<file path="config.mk">
export PLATFORM = sky130hd
export DESIGN_NAME = backslash_escape_decoder
export DESIGN_NICKNAME = d
export VERILOG_FILES = /design/src/sv/bed_pkg.sv /design/src/sv/backslash_escape_decoder.sv /design/src/sv/bed_front.sv /design/src/sv/bed_queue.sv /design/src/sv/bed_back.sv
export SDC_FILE = /design/constraint.sdc
export NUM_CORES = 1
export LEC_CHECK = 0
export BUFFER_PORTS_ARGS = -buffer_cell sky130_fd_sc_hd__clkbuf_2
export CORE_ASPECT_RATIO = 1.25
export CORE_MARGIN = 2
export CORE_UTILIZATION = 30
export DETAILED_ROUTE_END_ITERATION = 16
export PLACE_DENSITY_LB_ADDON = 0.12
export REMOVE_ABC_BUFFERS = 1
export SLEW_MARGIN = 25
export SYNTH_ARGS = -nofsm -noshare
export SYNTH_HDL_FRONTEND = slang
export SYNTH_SLANG_ARGS = --single-unit
</file>
<file path="constraint.sdc">
create_clock -name clk -period 7.96 [get_ports clk]
set_input_delay 0.398 -clock clk [delete_from_list [all_inputs] [get_ports clk]]
set_output_delay 0.398 -clock clk [all_outputs]
set_load 0.005 [all_outputs]
</file>
<file path="src/sv/bed_pkg.sv">
// shared types and constants for the backslash escape decoder
package bed_pkg;

  localparam int MaxRun  = 5;
  localparam int RunCntW = 3;
  localparam int ModeW   = 5;

  typedef struct packed {
    logic [7:0] text_byte;
    logic       final_byte;
  } item_t;

  typedef struct packed {
    logic [7:0] out_byte;
    logic       byte_valid;
    logic       stop_seen;
    logic       run_last;
  } result_t;

  // all result bytes caused by one input item
  typedef struct packed {
    logic [MaxRun-1:0][7:0] bytes;
    logic [RunCntW-1:0]     cnt;
    logic                   stop;
  } run_t;

  typedef struct packed {
    logic full;
    logic empty;
  } qstat_t;

endpackage

</file>
<file path="src/sv/backslash_escape_decoder.sv">
// top level of the backslash escape decoder
//
//   channel  | signals                   | beat taken when
//   ---------+---------------------------+---------------------
//   item     | push, full, item          | push && !full
//   result   | empty, pop, result        | pop && !empty
//   config   | cfg_wr_en, cfg_wr_data    | cfg_wr_en
//
// the front end decodes one text byte per cycle while full is low and queues its result bytes as one run
// a run of n results takes n pop beats; items that cause no result only take the input beat
// input stalls (full high) when QUEUE_DEPTH runs wait in the queue
// reset clears the decoder state and the mode bits and empties the queue
module backslash_escape_decoder #(
  parameter int QUEUE_DEPTH = 4
) (
  input  logic                      clk,
  input  logic                      rst,
  input  logic                      push,
  output logic                      full,
  input  bed_pkg::item_t            item,
  output logic                      empty,
  input  logic                      pop,
  output bed_pkg::result_t          result,
  input  logic                      cfg_wr_en,
  input  logic [bed_pkg::ModeW-1:0] cfg_wr_data
);

  bed_pkg::run_t   run, head;
  bed_pkg::qstat_t qstat;
  logic            run_wr, rd_en;

  assign full = qstat.full;

  bed_front u_front (
    .clk         (clk),
    .rst         (rst),
    .push        (push),
    .item        (item),
    .qstat       (qstat),
    .cfg_wr_en   (cfg_wr_en),
    .cfg_wr_data (cfg_wr_data),
    .run_wr      (run_wr),
    .run         (run)
  );

  bed_queue #(
    .DEPTH (QUEUE_DEPTH)
  ) u_queue (
    .clk    (clk),
    .rst    (rst),
    .wr_en  (run_wr),
    .wr_run (run),
    .rd_en  (rd_en),
    .head   (head),
    .qstat  (qstat)
  );

  bed_back u_back (
    .clk    (clk),
    .rst    (rst),
    .head   (head),
    .qstat  (qstat),
    .pop    (pop),
    .empty  (empty),
    .result (result),
    .rd_en  (rd_en)
  );

endmodule

</file>
<file path="src/sv/bed_front.sv">
// front end: escape decoding state machine, builds one run of result bytes per item
module bed_front (
  input  logic                       clk,
  input  logic                       rst,
  input  logic                       push,
  input  bed_pkg::item_t             item,
  input  bed_pkg::qstat_t            qstat,
  input  logic                       cfg_wr_en,
  input  logic [bed_pkg::ModeW-1:0]  cfg_wr_data,
  output logic                       run_wr,
  output bed_pkg::run_t              run
);

  typedef enum logic [6:0] {
    ST_IDLE = 7'b0000001,
    ST_ESC  = 7'b0000010,
    ST_CTRL = 7'b0000100,
    ST_HEX  = 7'b0001000,
    ST_UNI  = 7'b0010000,
    ST_OCT  = 7'b0100000,
    ST_STOP = 7'b1000000
  } mode_t;

  localparam logic [7:0] ChBslash = 8'h5c;
  localparam logic [7:0] ChC      = 8'h63;
  localparam logic [7:0] ChX      = 8'h78;
  localparam logic [7:0] ChLowU   = 8'h75;
  localparam logic [7:0] ChUpU    = 8'h55;
  localparam logic [7:0] ChZero   = 8'h30;
  localparam logic [7:0] ChOne    = 8'h31;
  localparam logic [7:0] ChSeven  = 8'h37;
  localparam logic [7:0] ChLowA   = 8'h61;
  localparam logic [7:0] ChLowZ   = 8'h7a;
  localparam logic [7:0] ChEsc    = 8'h1b;

  localparam int BitStop = 0;
  localparam int BitCtrl = 1;
  localparam int BitE    = 2;
  localparam int BitHex  = 3;
  localparam int BitOct  = 4;

  logic [bed_pkg::ModeW-1:0] mode_bits;
  mode_t       mode, mode_next;
  logic [31:0] value, value_next;
  logic [3:0]  dcount, dcount_next;
  logic        long_u, long_u_next;
  logic        accept;

  function automatic bed_pkg::run_t add_byte(bed_pkg::run_t r, logic [7:0] b);
    bed_pkg::run_t o;
    o = r;
    if (r.cnt < bed_pkg::RunCntW'(bed_pkg::MaxRun)) begin
      o.bytes[r.cnt] = b;
      o.cnt = r.cnt + 1'b1;
    end
    return o;
  endfunction

  function automatic bed_pkg::run_t add_utf8(bed_pkg::run_t r, logic [31:0] cp);
    bed_pkg::run_t o;
    o = r;
    if (cp < 32'h80) begin
      o = add_byte(o, cp[7:0]);
    end else if (cp < 32'h800) begin
      o = add_byte(o, 8'hc0 | cp[13:6]);
      o = add_byte(o, {2'b10, cp[5:0]});
    end else if (cp < 32'h10000) begin
      o = add_byte(o, 8'he0 | cp[19:12]);
      o = add_byte(o, {2'b10, cp[11:6]});
      o = add_byte(o, {2'b10, cp[5:0]});
    end else begin
      o = add_byte(o, 8'hf0 | cp[25:18]);
      o = add_byte(o, {2'b10, cp[17:12]});
      o = add_byte(o, {2'b10, cp[11:6]});
      o = add_byte(o, {2'b10, cp[5:0]});
    end
    return o;
  endfunction

  // pending escape at end of text or on a non-digit
  function automatic bed_pkg::run_t flush(bed_pkg::run_t r, mode_t m, logic [31:0] v,
                                          logic [3:0] dc, logic lu);
    bed_pkg::run_t o;
    o = r;
    unique case (m)
      ST_ESC: o = add_byte(o, ChBslash);
      ST_CTRL: begin
        o = add_byte(o, ChBslash);
        o = add_byte(o, ChC);
      end
      ST_HEX: begin
        if (dc == 4'd0) begin
          o = add_byte(o, ChBslash);
          o = add_byte(o, ChX);
        end else begin
          o = add_byte(o, v[7:0]);
        end
      end
      ST_UNI: begin
        if (dc == 4'd0) begin
          o = add_byte(o, ChBslash);
          o = add_byte(o, lu ? ChUpU : ChLowU);
        end else begin
          o = add_utf8(o, v);
        end
      end
      ST_OCT: o = add_byte(o, v[7:0]);
      default: o = r;
    endcase
    return o;
  endfunction

  // {valid, digit}
  function automatic logic [4:0] hex_digit(logic [7:0] c);
    logic [4:0] h;
    h = '0;
    if (c >= 8'h30 && c <= 8'h39) h = {1'b1, c[3:0]};
    else if ((c >= 8'h61 && c <= 8'h66) || (c >= 8'h41 && c <= 8'h46))
      h = {1'b1, c[3:0] + 4'd9};
    return h;
  endfunction

  assign accept = push && !qstat.full;

  always_comb begin
    bed_pkg::run_t r;
    logic [7:0]    b;
    logic [4:0]    h;
    logic          stopped;
    logic          unknown;
    r = '0;
    b = item.text_byte;
    h = hex_digit(b);
    stopped = 1'b0;
    unknown = 1'b0;
    mode_next   = mode;
    value_next  = value;
    dcount_next = dcount;
    long_u_next = long_u;

    unique case (mode)
      ST_ESC: begin
        mode_next   = ST_IDLE;
        value_next  = '0;
        dcount_next = '0;
        long_u_next = 1'b0;
        unique case (b) inside
          ChBslash: r = add_byte(r, ChBslash);
          8'h61:    r = add_byte(r, 8'd7);
          8'h62:    r = add_byte(r, 8'd8);
          8'h66:    r = add_byte(r, 8'd12);
          8'h6e:    r = add_byte(r, 8'd10);
          8'h72:    r = add_byte(r, 8'd13);
          8'h74:    r = add_byte(r, 8'd9);
          8'h76:    r = add_byte(r, 8'd11);
          ChC: begin
            if (mode_bits[BitStop]) begin
              r.cnt  = bed_pkg::RunCntW'(1);
              r.stop = 1'b1;
              mode_next = ST_STOP;
            end else if (mode_bits[BitCtrl]) begin
              mode_next = ST_CTRL;
            end else begin
              unknown = 1'b1;
            end
          end
          8'h65, 8'h45: begin
            if (mode_bits[BitE]) r = add_byte(r, ChEsc);
            else unknown = 1'b1;
          end
          8'h22, 8'h27, 8'h3f: begin
            if (mode_bits[BitHex]) r = add_byte(r, b);
            else unknown = 1'b1;
          end
          ChX: begin
            if (mode_bits[BitHex]) mode_next = ST_HEX;
            else unknown = 1'b1;
          end
          ChLowU, ChUpU: begin
            if (mode_bits[BitHex]) begin
              mode_next   = ST_UNI;
              long_u_next = (b == ChUpU);
            end else begin
              unknown = 1'b1;
            end
          end
          default: unknown = 1'b1;
        endcase
        if (unknown) begin
          if (b == ChZero) begin
            mode_next = ST_OCT;
          end else if (mode_bits[BitOct] && b >= ChOne && b <= ChSeven) begin
            mode_next   = ST_OCT;
            value_next  = {29'd0, b[2:0]};
            dcount_next = 4'd1;
          end else begin
            r = add_byte(r, ChBslash);
            r = add_byte(r, b);
          end
        end
      end
      ST_CTRL: begin
        r = add_byte(r, ((b >= ChLowA && b <= ChLowZ) ? b - 8'd32 : b) ^ 8'h40);
        mode_next   = ST_IDLE;
        value_next  = '0;
        dcount_next = '0;
        long_u_next = 1'b0;
      end
      ST_HEX, ST_UNI, ST_OCT: begin
        if ((mode == ST_OCT) ? (b >= ChZero && b <= ChSeven) : h[4]) begin
          value_next  = (mode == ST_OCT) ? {value[28:0], b[2:0]} : {value[27:0], h[3:0]};
          dcount_next = dcount + 4'd1;
          if ((mode == ST_HEX && dcount_next == 4'd2) ||
              (mode == ST_OCT && dcount_next == 4'd3) ||
              (mode == ST_UNI && dcount_next == (long_u ? 4'd8 : 4'd4))) begin
            if (mode == ST_UNI) r = add_utf8(r, value_next);
            else r = add_byte(r, value_next[7:0]);
            mode_next   = ST_IDLE;
            value_next  = '0;
            dcount_next = '0;
            long_u_next = 1'b0;
          end
        end else begin
          r = flush(r, mode, value, dcount, long_u);
          value_next  = '0;
          dcount_next = '0;
          long_u_next = 1'b0;
          if (b == ChBslash) mode_next = ST_ESC;
          else begin
            mode_next = ST_IDLE;
            r = add_byte(r, b);
          end
        end
      end
      ST_STOP: begin
        // text after a stop is dropped up to its final beat
        stopped = 1'b1;
        if (item.final_byte) mode_next = ST_IDLE;
      end
      default: begin
        if (b == ChBslash) mode_next = ST_ESC;
        else begin
          mode_next = ST_IDLE;
          r = add_byte(r, b);
        end
      end
    endcase

    if (item.final_byte && !stopped) begin
      if (mode_next != ST_STOP) r = flush(r, mode_next, value_next, dcount_next, long_u_next);
      mode_next   = ST_IDLE;
      value_next  = '0;
      dcount_next = '0;
      long_u_next = 1'b0;
    end
    run = r;
  end

  assign run_wr = accept && (run.cnt != '0);

  always_ff @(posedge clk) begin
    if (rst) begin
      mode      <= ST_IDLE;
      value     <= '0;
      dcount    <= '0;
      long_u    <= 1'b0;
      mode_bits <= '0;
    end else begin
      if (accept) begin
        mode   <= mode_next;
        value  <= value_next;
        dcount <= dcount_next;
        long_u <= long_u_next;
      end
      if (cfg_wr_en) mode_bits <= cfg_wr_data;
    end
  end

  a_stop_drops: assert property (@(posedge clk) disable iff (rst)
    accept && mode == ST_STOP |-> !run_wr)
    else $error("result produced for a byte dropped after a stop");

endmodule

</file>
<file path="src/sv/bed_queue.sv">
// short queue of decoded runs between the front and back ends
module bed_queue #(
  parameter int DEPTH = 4
) (
  input  logic            clk,
  input  logic            rst,
  input  logic            wr_en,
  input  bed_pkg::run_t   wr_run,
  input  logic            rd_en,
  output bed_pkg::run_t   head,
  output bed_pkg::qstat_t qstat
);

  localparam int PtrW = (DEPTH > 1) ? $clog2(DEPTH) : 1;
  localparam int CntW = $clog2(DEPTH + 1);

  bed_pkg::run_t       slots [DEPTH];
  logic [PtrW-1:0]     wr_ptr, rd_ptr;
  logic [CntW-1:0]     count;

  function automatic logic [PtrW-1:0] wrap_inc(logic [PtrW-1:0] p);
    return (p == PtrW'(DEPTH - 1)) ? '0 : p + 1'b1;
  endfunction

  assign head        = slots[rd_ptr];
  assign qstat.full  = (count == CntW'(DEPTH));
  assign qstat.empty = (count == '0);

  always_ff @(posedge clk) begin
    if (wr_en) slots[wr_ptr] <= wr_run;
  end

  always_ff @(posedge clk) begin
    if (rst) begin
      wr_ptr <= '0;
      rd_ptr <= '0;
      count  <= '0;
    end else begin
      if (wr_en) wr_ptr <= wrap_inc(wr_ptr);
      if (rd_en) rd_ptr <= wrap_inc(rd_ptr);
      if (wr_en && !rd_en) count <= count + 1'b1;
      else if (rd_en && !wr_en) count <= count - 1'b1;
    end
  end

  a_no_overflow: assert property (@(posedge clk) disable iff (rst)
    wr_en |-> !qstat.full)
    else $error("write into a full run queue");

  a_no_underflow: assert property (@(posedge clk) disable iff (rst)
    rd_en |-> !qstat.empty)
    else $error("read from an empty run queue");

endmodule

</file>
<file path="src/sv/bed_back.sv">
// back end: walks the head run and hands out one result beat per pop
module bed_back (
  input  logic            clk,
  input  logic            rst,
  input  bed_pkg::run_t   head,
  input  bed_pkg::qstat_t qstat,
  input  logic            pop,
  output logic            empty,
  output bed_pkg::result_t result,
  output logic            rd_en
);

  logic [bed_pkg::RunCntW-1:0] idx;
  logic                        last;

  assign last  = (idx == head.cnt - 1'b1);
  assign empty = qstat.empty;
  assign rd_en = pop && !qstat.empty && last;

  always_comb begin
    result.out_byte   = head.bytes[idx];
    result.byte_valid = !head.stop;
    result.stop_seen  = head.stop;
    result.run_last   = last;
  end

  always_ff @(posedge clk) begin
    if (rst) begin
      idx <= '0;
    end else if (pop && !qstat.empty) begin
      idx <= last ? '0 : idx + 1'b1;
    end
  end

  a_run_len: assert property (@(posedge clk) disable iff (rst)
    !qstat.empty |-> head.cnt != '0 &&
                     head.cnt <= bed_pkg::RunCntW'(bed_pkg::MaxRun) && idx < head.cnt)
    else $error("head run length out of range");

  a_stop_alone: assert property (@(posedge clk) disable iff (rst)
    !qstat.empty && head.stop |-> head.cnt == bed_pkg::RunCntW'(1) &&
                                   head.bytes[0] == 8'd0)
    else $error("stop run carries data bytes");

endmodule
</file>
# --- Yosys cells after proc, flatten, opt, wreduce, memory -nomap -nowiden ---
# Memories as Yosys holds them, arrays and structs flattened. A register that Yosys moved wholly into a read port is not among the register bits.
# Index checks and enable logic that the tools add are counted.
totals:
  in_bits: 19
  ram_bits: 176
  regBits: 59
  wordCells: 627
  mem_count: 1
  output_inout_bits: 13
classes:
  addsub: 37
  n_reduce_logical: 65
  bitwise: 19
  n_mux: 356
  magnitude_cmp: 103
  n_eq_ne: 37
memory_table:
  columns: ["memory", "depth", "word_bits", "read_ports", "rd_clocked_by_memory_dff", "wr", "line", "text"]
  rows:
  - ["u_queue.slots", 4, 44, 1, 1, 1, "bed_queue.sv:17", "bed_pkg::run_t slots [DEPTH];"]
op_table:
  columns: ["op", "count"]
  rows:
  - ["43-bit two-way mux", 129]
  - ["44-bit two-way mux", 24]
  - ["40-bit bitwise mux", 26]
  - ["8-bit demux with 3-bit select", 28]
  - ["11-bit two-way mux", 50]
  - ["44-bit one-hot mux with 5 select lines", 2]
  - ["8-bit two-way mux", 30]
  - ["32-bit two-way mux", 6]
  - ["44-bit one-hot mux with 4 select lines", 1]
  - ["20-bit NOT", 6]
  - ["3-bit by 4-bit < comparator with 1-bit output, second input constant", 29]
  - ["8-bit by 7-bit equality test with 1-bit output, second input constant", 14]
  - ["32-bit by 12-bit < comparator with 1-bit output, second input constant", 3]
  - ["32-bit by 17-bit < comparator with 1-bit output, second input constant", 3]
  - ["32-bit by 8-bit < comparator with 1-bit output, second input constant", 3]
  - ["32-bit one-hot mux with 3 select lines", 1]
  - ["3-bit by 1-bit adder with 3-bit output, second input constant", 30]
  - ["3-bit by 1-bit >= comparator with 1-bit output, second input constant", 28]
  - ["3-bit < comparator, second input constant", 28]
  - ["20-bit bitwise AND", 4]
  - ["20-bit bitwise OR", 4]
  - ["8-bit one-hot mux with 10 select lines", 1]
  - ["7-bit two-way mux", 8]
  - ["1-bit logical AND", 45]
  - ["51 further kinds", 114]

# --- Longest topological paths before layout ---
# Gate-level depths: netlist of the first run.
depth:
  ltp_word: 114
  mapped_depth: 36
  ltp_nobuf: 33

# --- Cells and area by module ---
# Synthesis of the first run repeated with hierarchy kept, for this count alone.
hier_totals:
  cells_unflattened: 2068
  area_unflattened_um2: 18164.9
by_module_without_submodules:
  columns: ["mod", "seq_area_each_um2", "area_each_um2", "instances", "cells_per_inst"]
  rows:
  - ["bed_front", 980.9, 10689.0, 1, 1725]
  - ["bed_queue", 5465.2, 6847.8, 1, 274]
  - ["bed_back", 60.1, 628.1, 1, 69]

# --- Least setup slack after synthesis of the first run ---
# OpenSTA, ideal clock, no wires.
synth_path:
  path_kind: "input-to-reg"
  startpoint: "input item[2] (netlist name)"
  endpoint: "memory u_queue.slots[3][0] (netlist name), enable pin"
  path_stages: 26
  required_ps: 7554
  path_buffers: 3
  setup_time_ps: 406
  path_slack_ps: 639
  arrival_time_ps: 6916
  path_cell_list: "clkbuf_1 > inv_1 > ha_1 > or3b_2 > o311a_1 > nand3_1 > nand3_1 > a2bb2oi_1 > nand2b_1 > buf_2 > ha_1 > clkbuf_1 > o21ai_0 > nand2_1 > ha_1 > nand3_2 > nand2_1 > ha_1 > clkinv_1 > o41ai_1 > a2111o_1 > o41a_1 > nor2_1 > a311o_1 > a41oi_4 > and2_1"
synth_via:
  elab_chain_cells: 56
  word_cells_on_any_way: 197
  cone_classes: "add/sub (13); order compare (26); eq/ne (24); mux (119); reduce/logical (15)"
synth_rtl:
  columns: ["element", "line", "text"]
  rows:
  - ["start: declaration", "backslash_escape_decoder.sv:20", "input bed_pkg::item_t item,"]
  - ["8-bit by 7-bit equality test with 1-bit output (no source line), or another cell as far along", null, null]
  - ["8-bit OR reduction (no source line), or another cell as far along", null, null]
  - ["4-bit one-hot mux with 4 select lines", "bed_front.sv:147", "unique case (b) inside"]
  - ["4-bit two-way mux", "bed_front.sv:141", "unique case (mode)"]
  - ["3-bit by 1-bit adder with 3-bit output / 3-bit < comparator (equally long branches)", "bed_front.sv:54, bed_front.sv:52", null]
  - ["43-bit two-way mux", "bed_front.sv:52", "if (r.cnt < bed_pkg::RunCntW'(bed_pkg::MaxRun)) begin"]
  - ["43-bit two-way mux", "bed_front.sv:192", "end else if (mode_bits[BitOct] && b >= ChOne && b <= ChSeven) begin"]
  - ["43-bit two-way mux", "bed_front.sv:190", "if (b == ChZero) begin"]
  - ["(+41 left out)", null, null]
  - ["44-bit one-hot mux with 5 select lines", "bed_front.sv:85", "unique case (m)"]
  - ["44-bit two-way mux", "bed_front.sv:250", "if (mode_next != ST_STOP) r = flush(r, mode_next, value_next, dcount_next, long_u_next);"]
  - ["44-bit two-way mux (*)", "bed_front.sv:249", "if (item.final_byte && !stopped) begin"]
  - ["3-bit nonzero test (*)", "bed_front.sv:259", "assign run_wr = accept && (run.cnt != '0);"]
  - ["1-bit logical AND (*)", "bed_front.sv:259", null]
  - ["net run_wr", "backslash_escape_decoder.sv:30", "logic run_wr, rd_en;"]
  - ["1-bit two-way mux (*)", "bed_queue.sv:30", "if (wr_en) slots[wr_ptr] <= wr_run;"]
  - ["1-bit two-way mux (not written as such) (*)", "bed_queue.sv:30", null]
  - ["end: declaration", "bed_queue.sv:17", null]
# The timed path passes the listed nets; every way through them passes the cells marked *. The select of a mux whose other input is x is not followed.

# --- Worst setup path in the final report of the first run ---
layout_path:
  startpoint: "register u_front.mode[6]"
  endpoint: "register u_queue.count[2]"
layout_via:
  elab_chain_cells: 51
  word_cells_on_any_way: 154
  cone_classes: "add/sub (11); order compare (17); eq/ne (12); mux (99); reduce/logical (15)"
layout_rtl:
  columns: ["element", "line", "text"]
  rows:
  - ["start: declaration", "bed_front.sv:43", "mode_t mode, mode_next;"]
  - ["start signal: assignment", "bed_front.sv:270", "mode <= mode_next;"]
  - ["7-bit by 6-bit equality test with 1-bit output", null, null]
  - ["32-bit two-way mux", "bed_front.sv:211", "value_next = (mode == ST_OCT) ? {value[28:0], b[2:0]} : {value[27:0], h[3:0]};"]
  - ["32-bit by 17-bit < comparator with 1-bit output", "bed_front.sv:67", "end else if (cp < 32'h10000) begin"]
  - ["44-bit two-way mux", "bed_front.sv:67", null]
  - ["44-bit two-way mux", "bed_front.sv:64", "end else if (cp < 32'h800) begin"]
  - ["44-bit two-way mux", "bed_front.sv:62", "if (cp < 32'h80) begin"]
  - ["44-bit two-way mux", "bed_front.sv:216", "if (mode == ST_UNI) r = add_utf8(r, value_next);"]
  - ["44-bit two-way mux", "bed_front.sv:213", "if ((mode == ST_HEX && dcount_next == 4'd2) ||"]
  - ["(+36 left out)", null, null]
  - ["44-bit two-way mux", "bed_front.sv:250", null]
  - ["44-bit two-way mux (*)", "bed_front.sv:249", null]
  - ["3-bit nonzero test (*)", "bed_front.sv:259", null]
  - ["1-bit logical AND (*)", "bed_front.sv:259", null]
  - ["net run_wr", "backslash_escape_decoder.sv:30", null]
  - ["1-bit zero test", "bed_queue.sv:42", "else if (rd_en && !wr_en) count <= count - 1'b1;"]
  - ["1-bit logical AND", "bed_queue.sv:42", null]
  - ["2-bit nonzero test (no source line)", null, null]
  - ["end signal: assignment", "bed_queue.sv:41", "if (wr_en && !rd_en) count <= count + 1'b1;"]
  - ["end signal: assignment", "bed_queue.sv:42", null]
  - ["end: declaration", "bed_queue.sv:19", "logic [CntW-1:0] count;"]
# Marks and branches as above.
# A chain may end at the register's enable or synchronous reset.

==> flow_metrics.tcl, run 1 <==
set metrics [dict create \
    status "complete, no violations" \
    gp_congestion 0.987 \
    hold_end "u_front.mode_bits[0]" \
    power_density_nw_per_um2 167 \
    path_clk_slew_ns 0.06 \
    leakagePower_nw 6.99 \
    drc 0 \
    hold_violations 0 \
    combinationalPowerShare 0.177 \
    clock_sinks 237 \
    dp_slack_ns 0.397 \
    ant_nets 0 \
    place_hpwl_mm 67.4 \
    wl_met1_mm 33.2 \
    rows 100 \
    slew-limit-headroom 0.238 \
    max_stage_delay_ns 0.63 \
    drt-initial-drc-count 1943 \
    worstMarginPinSlew_ns 1.11 \
    setup_violations 0 \
    vias 18200 \
    critical-path-slowest-cell "or4_4" \
    critPathKind "reg -> reg" \
    fin_ws_ns 0.504 \
    reg2reg_depth 30 \
    via_per_inst 6.32 \
    layout_min_cycle_time_ns 7.46 \
    p_sw_frac 0.269 \
    track_usage 0.280 \
    tns_ns 0 \
    cts_inserted_buffers 28 \
    ios 32 \
    wl_per_cell_um 30.7 \
    portBuffers 31 \
    ctsResizeCount 0 \
    drive_above_1_share 0.153 \
    cp_common_cell "ha_1" \
    syn_inst 2080 \
    drv_slew 0 \
    crit_arrival_ns 7.94 \
    grt_max_degree 60 \
    die_y_um 278 \
    required_ns 8.45 \
    area_delta_synth_final_pct 13.3 \
    synth_top_area_share 0.294 \
    grt_pass1_wl_mm 128 \
    power_switching_mw 0.911 \
    period_share 0.937 \
    synth_area_leaders "edfxtp_1 29%, dfxtp_1 6.8%, mux4_2 6.5%, a21oi_1 5.1%, nand2_1 5.0%" \
    ys_seq_area_frac 0.362 \
    clockPowerShare 0.380 \
    fin_nets 2142 \
    clock-root-buffer "clkbuf_16" \
    antenna_found_initial 1 \
    htreeDepth 1 \
    wl_met2_mm 42.9 \
    ir_drop_mv 0.147 \
    reg2reg_from "u_front.mode[6]" \
    reg2reg_setup_slack_ns 0.50 \
    core-area_um2 59400 \
    crit_fanout 9 \
    wl_mm 88.5 \
    rsz0062_at_grt "false" \
    synthesis.area_um2 18000 \
    clock_skew_ns 0.0200 \
    finalCoreUtilization 0.343 \
    async_flop_share 0 \
    mostFrequentLayoutCells "237 x nand2_1, 208 x nor2_1, 181 x a21oi_1" \
    synth_ff_type "edfxtp_1" \
    grt_pass1_vias 17900 \
    ys_seq_elements 237 \
    hold_depth 3 \
    min-delay-start "cfg_wr_data[0]" \
    dr.pass1.iters 6 \
    intPower_mw 2.48 \
    ctsLongestPathBuffers 3 \
    timing.rr.end "u_queue.count[2]" \
    initial_utilization 0.302 \
    ys_warn_count 0 \
    synth_enable_flop_cells 176 \
    syn_avg_cell_area_um2 8.64 \
    hp-class "in -> reg" \
    route.met3.wl_mm 5.80 \
    chipWidth_um 223 \
    fmax_ghz 0.134 \
    synth.distinct_cells 104 \
    cap_viol_max_count 0 \
    hold_buffers 0 \
    yosysTopAreaCell "edfxtp_1" \
    tritoncts "yes" \
    postCtsSetupRepairBufs 0 \
    die_area_um2 61900 \
    insertion_delay_ns 0.58 \
    finalPower_mw 3.39 \
    overflow 0 \
    final_common_cell "nand2_1" \
    cp-end-kind "flop" \
    top_layer "met4" \
    p_seq_frac 0.443 \
    start_kind "flop" \
]
==> critical path, delay by kind of cell, from the launching register on <==
family / cells / cell delay, ns
AO/OA/AOI/OAI: 12 / 2.89
buffers and inverters: 5 / 0.77
flip-flops: 1 / 0.38
XOR/XNOR: 1 / 0.18
AND/OR/NAND/NOR: 7 / 1.83
adder cells (fa/ha/maj): 5 / 1.32
==> how the worst max path moves through the flow <==
| stage | start | endpoint | slack [ns] | cells past startpoint |
|---|---|---|---|---|
| floorplan | u_front.mode[3] | u_queue.slots[3][0] | 0.45 | 21 |
| global placement | item[2] | u_queue.count[2] | 0.57 | 30 |
| detailed placement | item[2] | u_queue.count[2] | 0.40 | 30 |
| CTS | u_front.mode[6] | u_queue.count[2] | 0.52 | 30 |
| global route | u_front.mode[6] | u_queue.count[2] | 0.09 | 30 |
| finish | u_front.mode[6] | u_queue.count[2] | 0.50 | 30 |
==> sequential cells by signal, summed over array words and instances, names as in the netlist, named ones only <==
signal and cells:
u_front.long_u 1, u_front.value 32, u_front.dcount 4, u_queue.slots 176, u_front.mode_bits 5, u_queue.wr_ptr 2, u_front.mode 7, u_queue.rd_ptr 2
u_queue.count 3, u_back.idx 3
==> cell type report <==
class | count | area [µm²]
clock buffer | 40 | 797
timing repair buffer | 162 | 1190
antenna | 2 | 5.00
clock inverter | 11 | 119
tap | 765 | 957
inverter | 51 | 191
multi-input combinational | 1617 | 10600
sequential | 237 | 6510
fill | 6153 | 39100
==> synth_stat cells, types with 25 or more instances <==
cell type,number
a211oi_1,43
inv_1,49
clkbuf_1,136
o21ai_0,177
o211ai_1,49
ha_1,25
o22ai_1,32
dfxtp_1,61
a31oi_1,31
a21oi_1,182
nor2_1,208
nand2_1,237
nand3_1,50
mux2i_1,28
mux4_2,52
a22oi_1,60
edfxtp_1,176
nor3_1,40
==> metal layers <==
metal,up-vias,global-route usage
met4,0,0.186
li1,8038,-
met3,296,0.0413
met2,878,0.482
met5,-,0
met1,9032,0.323
==> per-stage QoR <==
step           instances  instance area, µm²  hold slack (ns)
3_3_place_gp        2831               19400            0.493
5_1_grt             2883               20400           0.0823
4_1_cts             2883               20400           0.0238
6_report            2885               20400           0.0602
3_5_place_dp        2832               19400            0.504
2_1_floorplan       1905               17200            0.461
==> kinds of logic (layout without fill, tap and decap cells) <==
| logic type | Yosys count | after routing | synth area share |
|---|---|---|---|
| DFF | 237 | 237 | 0.362 |
| other | 0 | 2 | 0 |
| and+or+nand+nor | 705 | 705 | 0.186 |
| xor gates and xnor gates | 13 | 13 | 0.00738 |
| adders and majority gates | 26 | 26 | 0.0185 |
| muxes | 85 | 85 | 0.0841 |
| AOI/OAI and AO/OA | 788 | 788 | 0.291 |
| buffers and inverters | 226 | 264 | 0.0505 |
==> power groups by stage <==
stage	combinational (mW)	sequential [mW]	clock, mW
2_1_floorplan	0.368	1.53	0
3_3_place_gp	0.614	1.53	0
3_5_place_dp	0.617	1.53	0
4_1_cts	0.619	1.51	1.33
5_1_grt	0.658	1.52	1.38
6_report	0.600	1.50	1.29
No activity file was read; power rests on OpenSTA's default activity.
==> inputs of run 2 (changes only) <==
--- a/config.mk
+++ b/config.mk
@@ -10,6 +10,7 @@
 export CORE_MARGIN = 2
 export CORE_UTILIZATION = 30
 export DETAILED_ROUTE_END_ITERATION = 16
+export GPL_TIMING_DRIVEN = 0
 export PLACE_DENSITY_LB_ADDON = 0.12
 export REMOVE_ABC_BUFFERS = 1
 export SLEW_MARGIN = 25
==> constraint.sdc (replaced) <==
create_clock -name clk -period 7.96 [get_ports clk]
set_input_delay 2.388 -clock clk [delete_from_list [all_inputs] [get_ports clk]]
set_output_delay 2.388 -clock clk [all_outputs]
set_load 0.005 [all_outputs]
==> run 2 against run 1 <==
  * Via count decreased by 0.79%
  * Non-clock buffer count decreased by 55
  * Register-to-register slack about the same
  * Routed wire length decreased by 6.4%
  * Combinational power increased by 3%
  * Global-route usage decreased by 1.9 points
  * Cell count decreased by 2.0%
  * Hold slack improved by 0.46 ns
  * Total power decreased by 1.7%
  * Critical path type is now in -> reg
  * Critical endpoint unchanged
  * Largest power group unchanged
==> flow_metrics.tcl, run 2 (synthesized netlist as in run 1, its figures left out) <==
set metrics [dict create \
    status "complete, no violations" \
    cap_viol_max_count 0 \
    start_kind "input port" \
    fin_nets 2086 \
    clock_sinks 237 \
    top_regs "u_queue.slots x176, u_front.value x32, u_front.mode x7" \
    power_density_nw_per_um2 161 \
    rows 100 \
    setup_violations 0 \
    tns_ns 0 \
    track_usage 0.261 \
    mostFrequentLayoutCells "233 x nand2_1, 201 x nor2_1, 176 x edfxtp_1" \
    required_ns 8.45 \
    period_share 0.980 \
    crit_fanout 15 \
    ir_drop_mv 0.137 \
    place_hpwl_mm 60.7 \
    clockPowerShare 0.361 \
    max_stage_delay_ns 0.45 \
    ctsLongestPathBuffers 3 \
    die_area_um2 61900 \
    placed_cell_area_um2 19100 \
    portBuffers 31 \
    antenna_found_initial 1 \
    design_area_um2 20800 \
    wl_mm 82.8 \
    core-area_um2 59400 \
    layout_min_cycle_time_ns 7.80 \
    hp-class "reg -> reg" \
    drv_slew 0 \
    dr.pass1.iters 6 \
    critical-path-slowest-cell "a311o_2" \
    die_y_um 278 \
    hold_buffers 0 \
    vias 18100 \
    via_per_inst 6.40 \
    crit_arrival_ns 8.29 \
    leakagePower_nw 6.90 \
    finalCoreUtilization 0.350 \
    initial_utilization 0.302 \
    hold_violations 0 \
    grt_max_degree 50 \
    overflow 0 \
    grt_pass1_wl_mm 120 \
    final_common_cell "nand2_1" \
    p_seq_frac 0.455 \
    drive_above_1_share 0.169 \
    power_switching_mw 0.907 \
    cp-end-kind "flop" \
    top_register "u_queue.slots" \
    intPower_mw 2.43 \
    gp_congestion 0.991 \
    htreeDepth 1 \
    p_sw_frac 0.272 \
    critPathKind "in -> reg" \
    path_clk_slew_ns 0.06 \
    slew-limit-headroom 0.209 \
    combinationalPowerShare 0.184 \
    grt_pass1_vias 17300 \
    tritoncts "yes" \
    cts_inserted_buffers 26 \
    wl_per_cell_um 29.3 \
    ant_nets 0 \
    cp_common_cell "ha_4" \
    ios 32 \
    largest_reg_flops 176 \
    clock_skew_ns 0.0230 \
    drt-initial-drc-count 2091 \
    fmax_ghz 0.128 \
    clock-root-buffer "clkbuf_16" \
    chipWidth_um 223 \
    area_delta_synth_final_pct 15.7 \
    drc 0 \
    worstMarginPinSlew_ns 1.19 \
    insertion_delay_ns 0.57 \
]
-- run 2: cell count changes in the layout (fill, tap and decap cells not counted), moves of 7 or more --
cell      before  now
o21ai_0      174  167
buf_16         0    9
ha_1          25   18
buf_4        126   50
clkbuf_2      31   24
ha_4           0    7
nor2_1       208  201
-- run 2: final timing paths --
kind | cells past startpoint | start | to | slack [ns]
min reg2reg | 2 | u_front.value[29] | u_front.value[29] | 0.52
max | 29 | item[1] | u_queue.count[2] | 0.16
min | 2 | u_front.value[29] | u_front.value[29] | 0.52
max reg2reg | 28 | u_front.mode[3] | u_queue.count[2] | 0.49
-- run 2: critical path: cells and delay by family --
kind | cells | cell delay (ns)
buf+inv | 4 | 0.46
simple gates | 9 | 1.32
xor+xnor | 1 | 0.18
fa+ha+maj | 6 | 1.54
compound gates | 9 | 2.35
-- run 2: what timing repair did --
item,CTS,global route
resized for setup,71,43
pin swaps,10,19
gates cloned,1,0
buffers inserted,19,22
setup endpoints to repair,345,162
-- run 2: metrics by stage --
| step | hold WS, ns | total power [mW] | setup WS (ns) | std cells |
|---|---|---|---|---|
| 2_1_floorplan | 0.461 | 1.90 | -1.18 | 1905 |
| 3_5_place_dp | 0.502 | 2.15 | -3.88 | 2734 |
| 6_report | 0.515 | 3.34 | 0.160 | 2827 |
| 5_1_grt | 0.551 | 3.49 | -0.0316 | 2826 |
| 3_3_place_gp | 0.489 | 2.12 | -6.21 | 2701 |
| 4_1_cts | 0.513 | 3.38 | 0.00298 | 2802 |
-- run 2: layout make-up --
type | count | area, µm²
Fill cell | 6095 | 38700
Multi-Input combinational cell | 1618 | 11200
Sequential cell | 237 | 6520
Timing Repair Buffer | 107 | 1040
Tap cell | 765 | 957
Clock buffer | 33 | 698
Inverter | 51 | 206
Clock inverter | 15 | 134
Antenna cell | 1 | 2.50
-- run 2: routing by layer --
metal  track usage  part of all wire  vias up
met1         0.323              0.39     8907
met3        0.0309             0.068      310
met5             0                 0        -
met4         0.157             0.078        0
li1              -                 -     7940
met2         0.435              0.47      942
-- run 2: power groups by stage --
stage	Sequential, mW	Clock [mW]	Combinational (mW)
2_1_floorplan	1.53	0	0.368
4_1_cts	1.52	1.25	0.613
5_1_grt	1.53	1.28	0.675
3_5_place_dp	1.55	0	0.605
6_report	1.52	1.20	0.615
3_3_place_gp	1.58	0	0.548
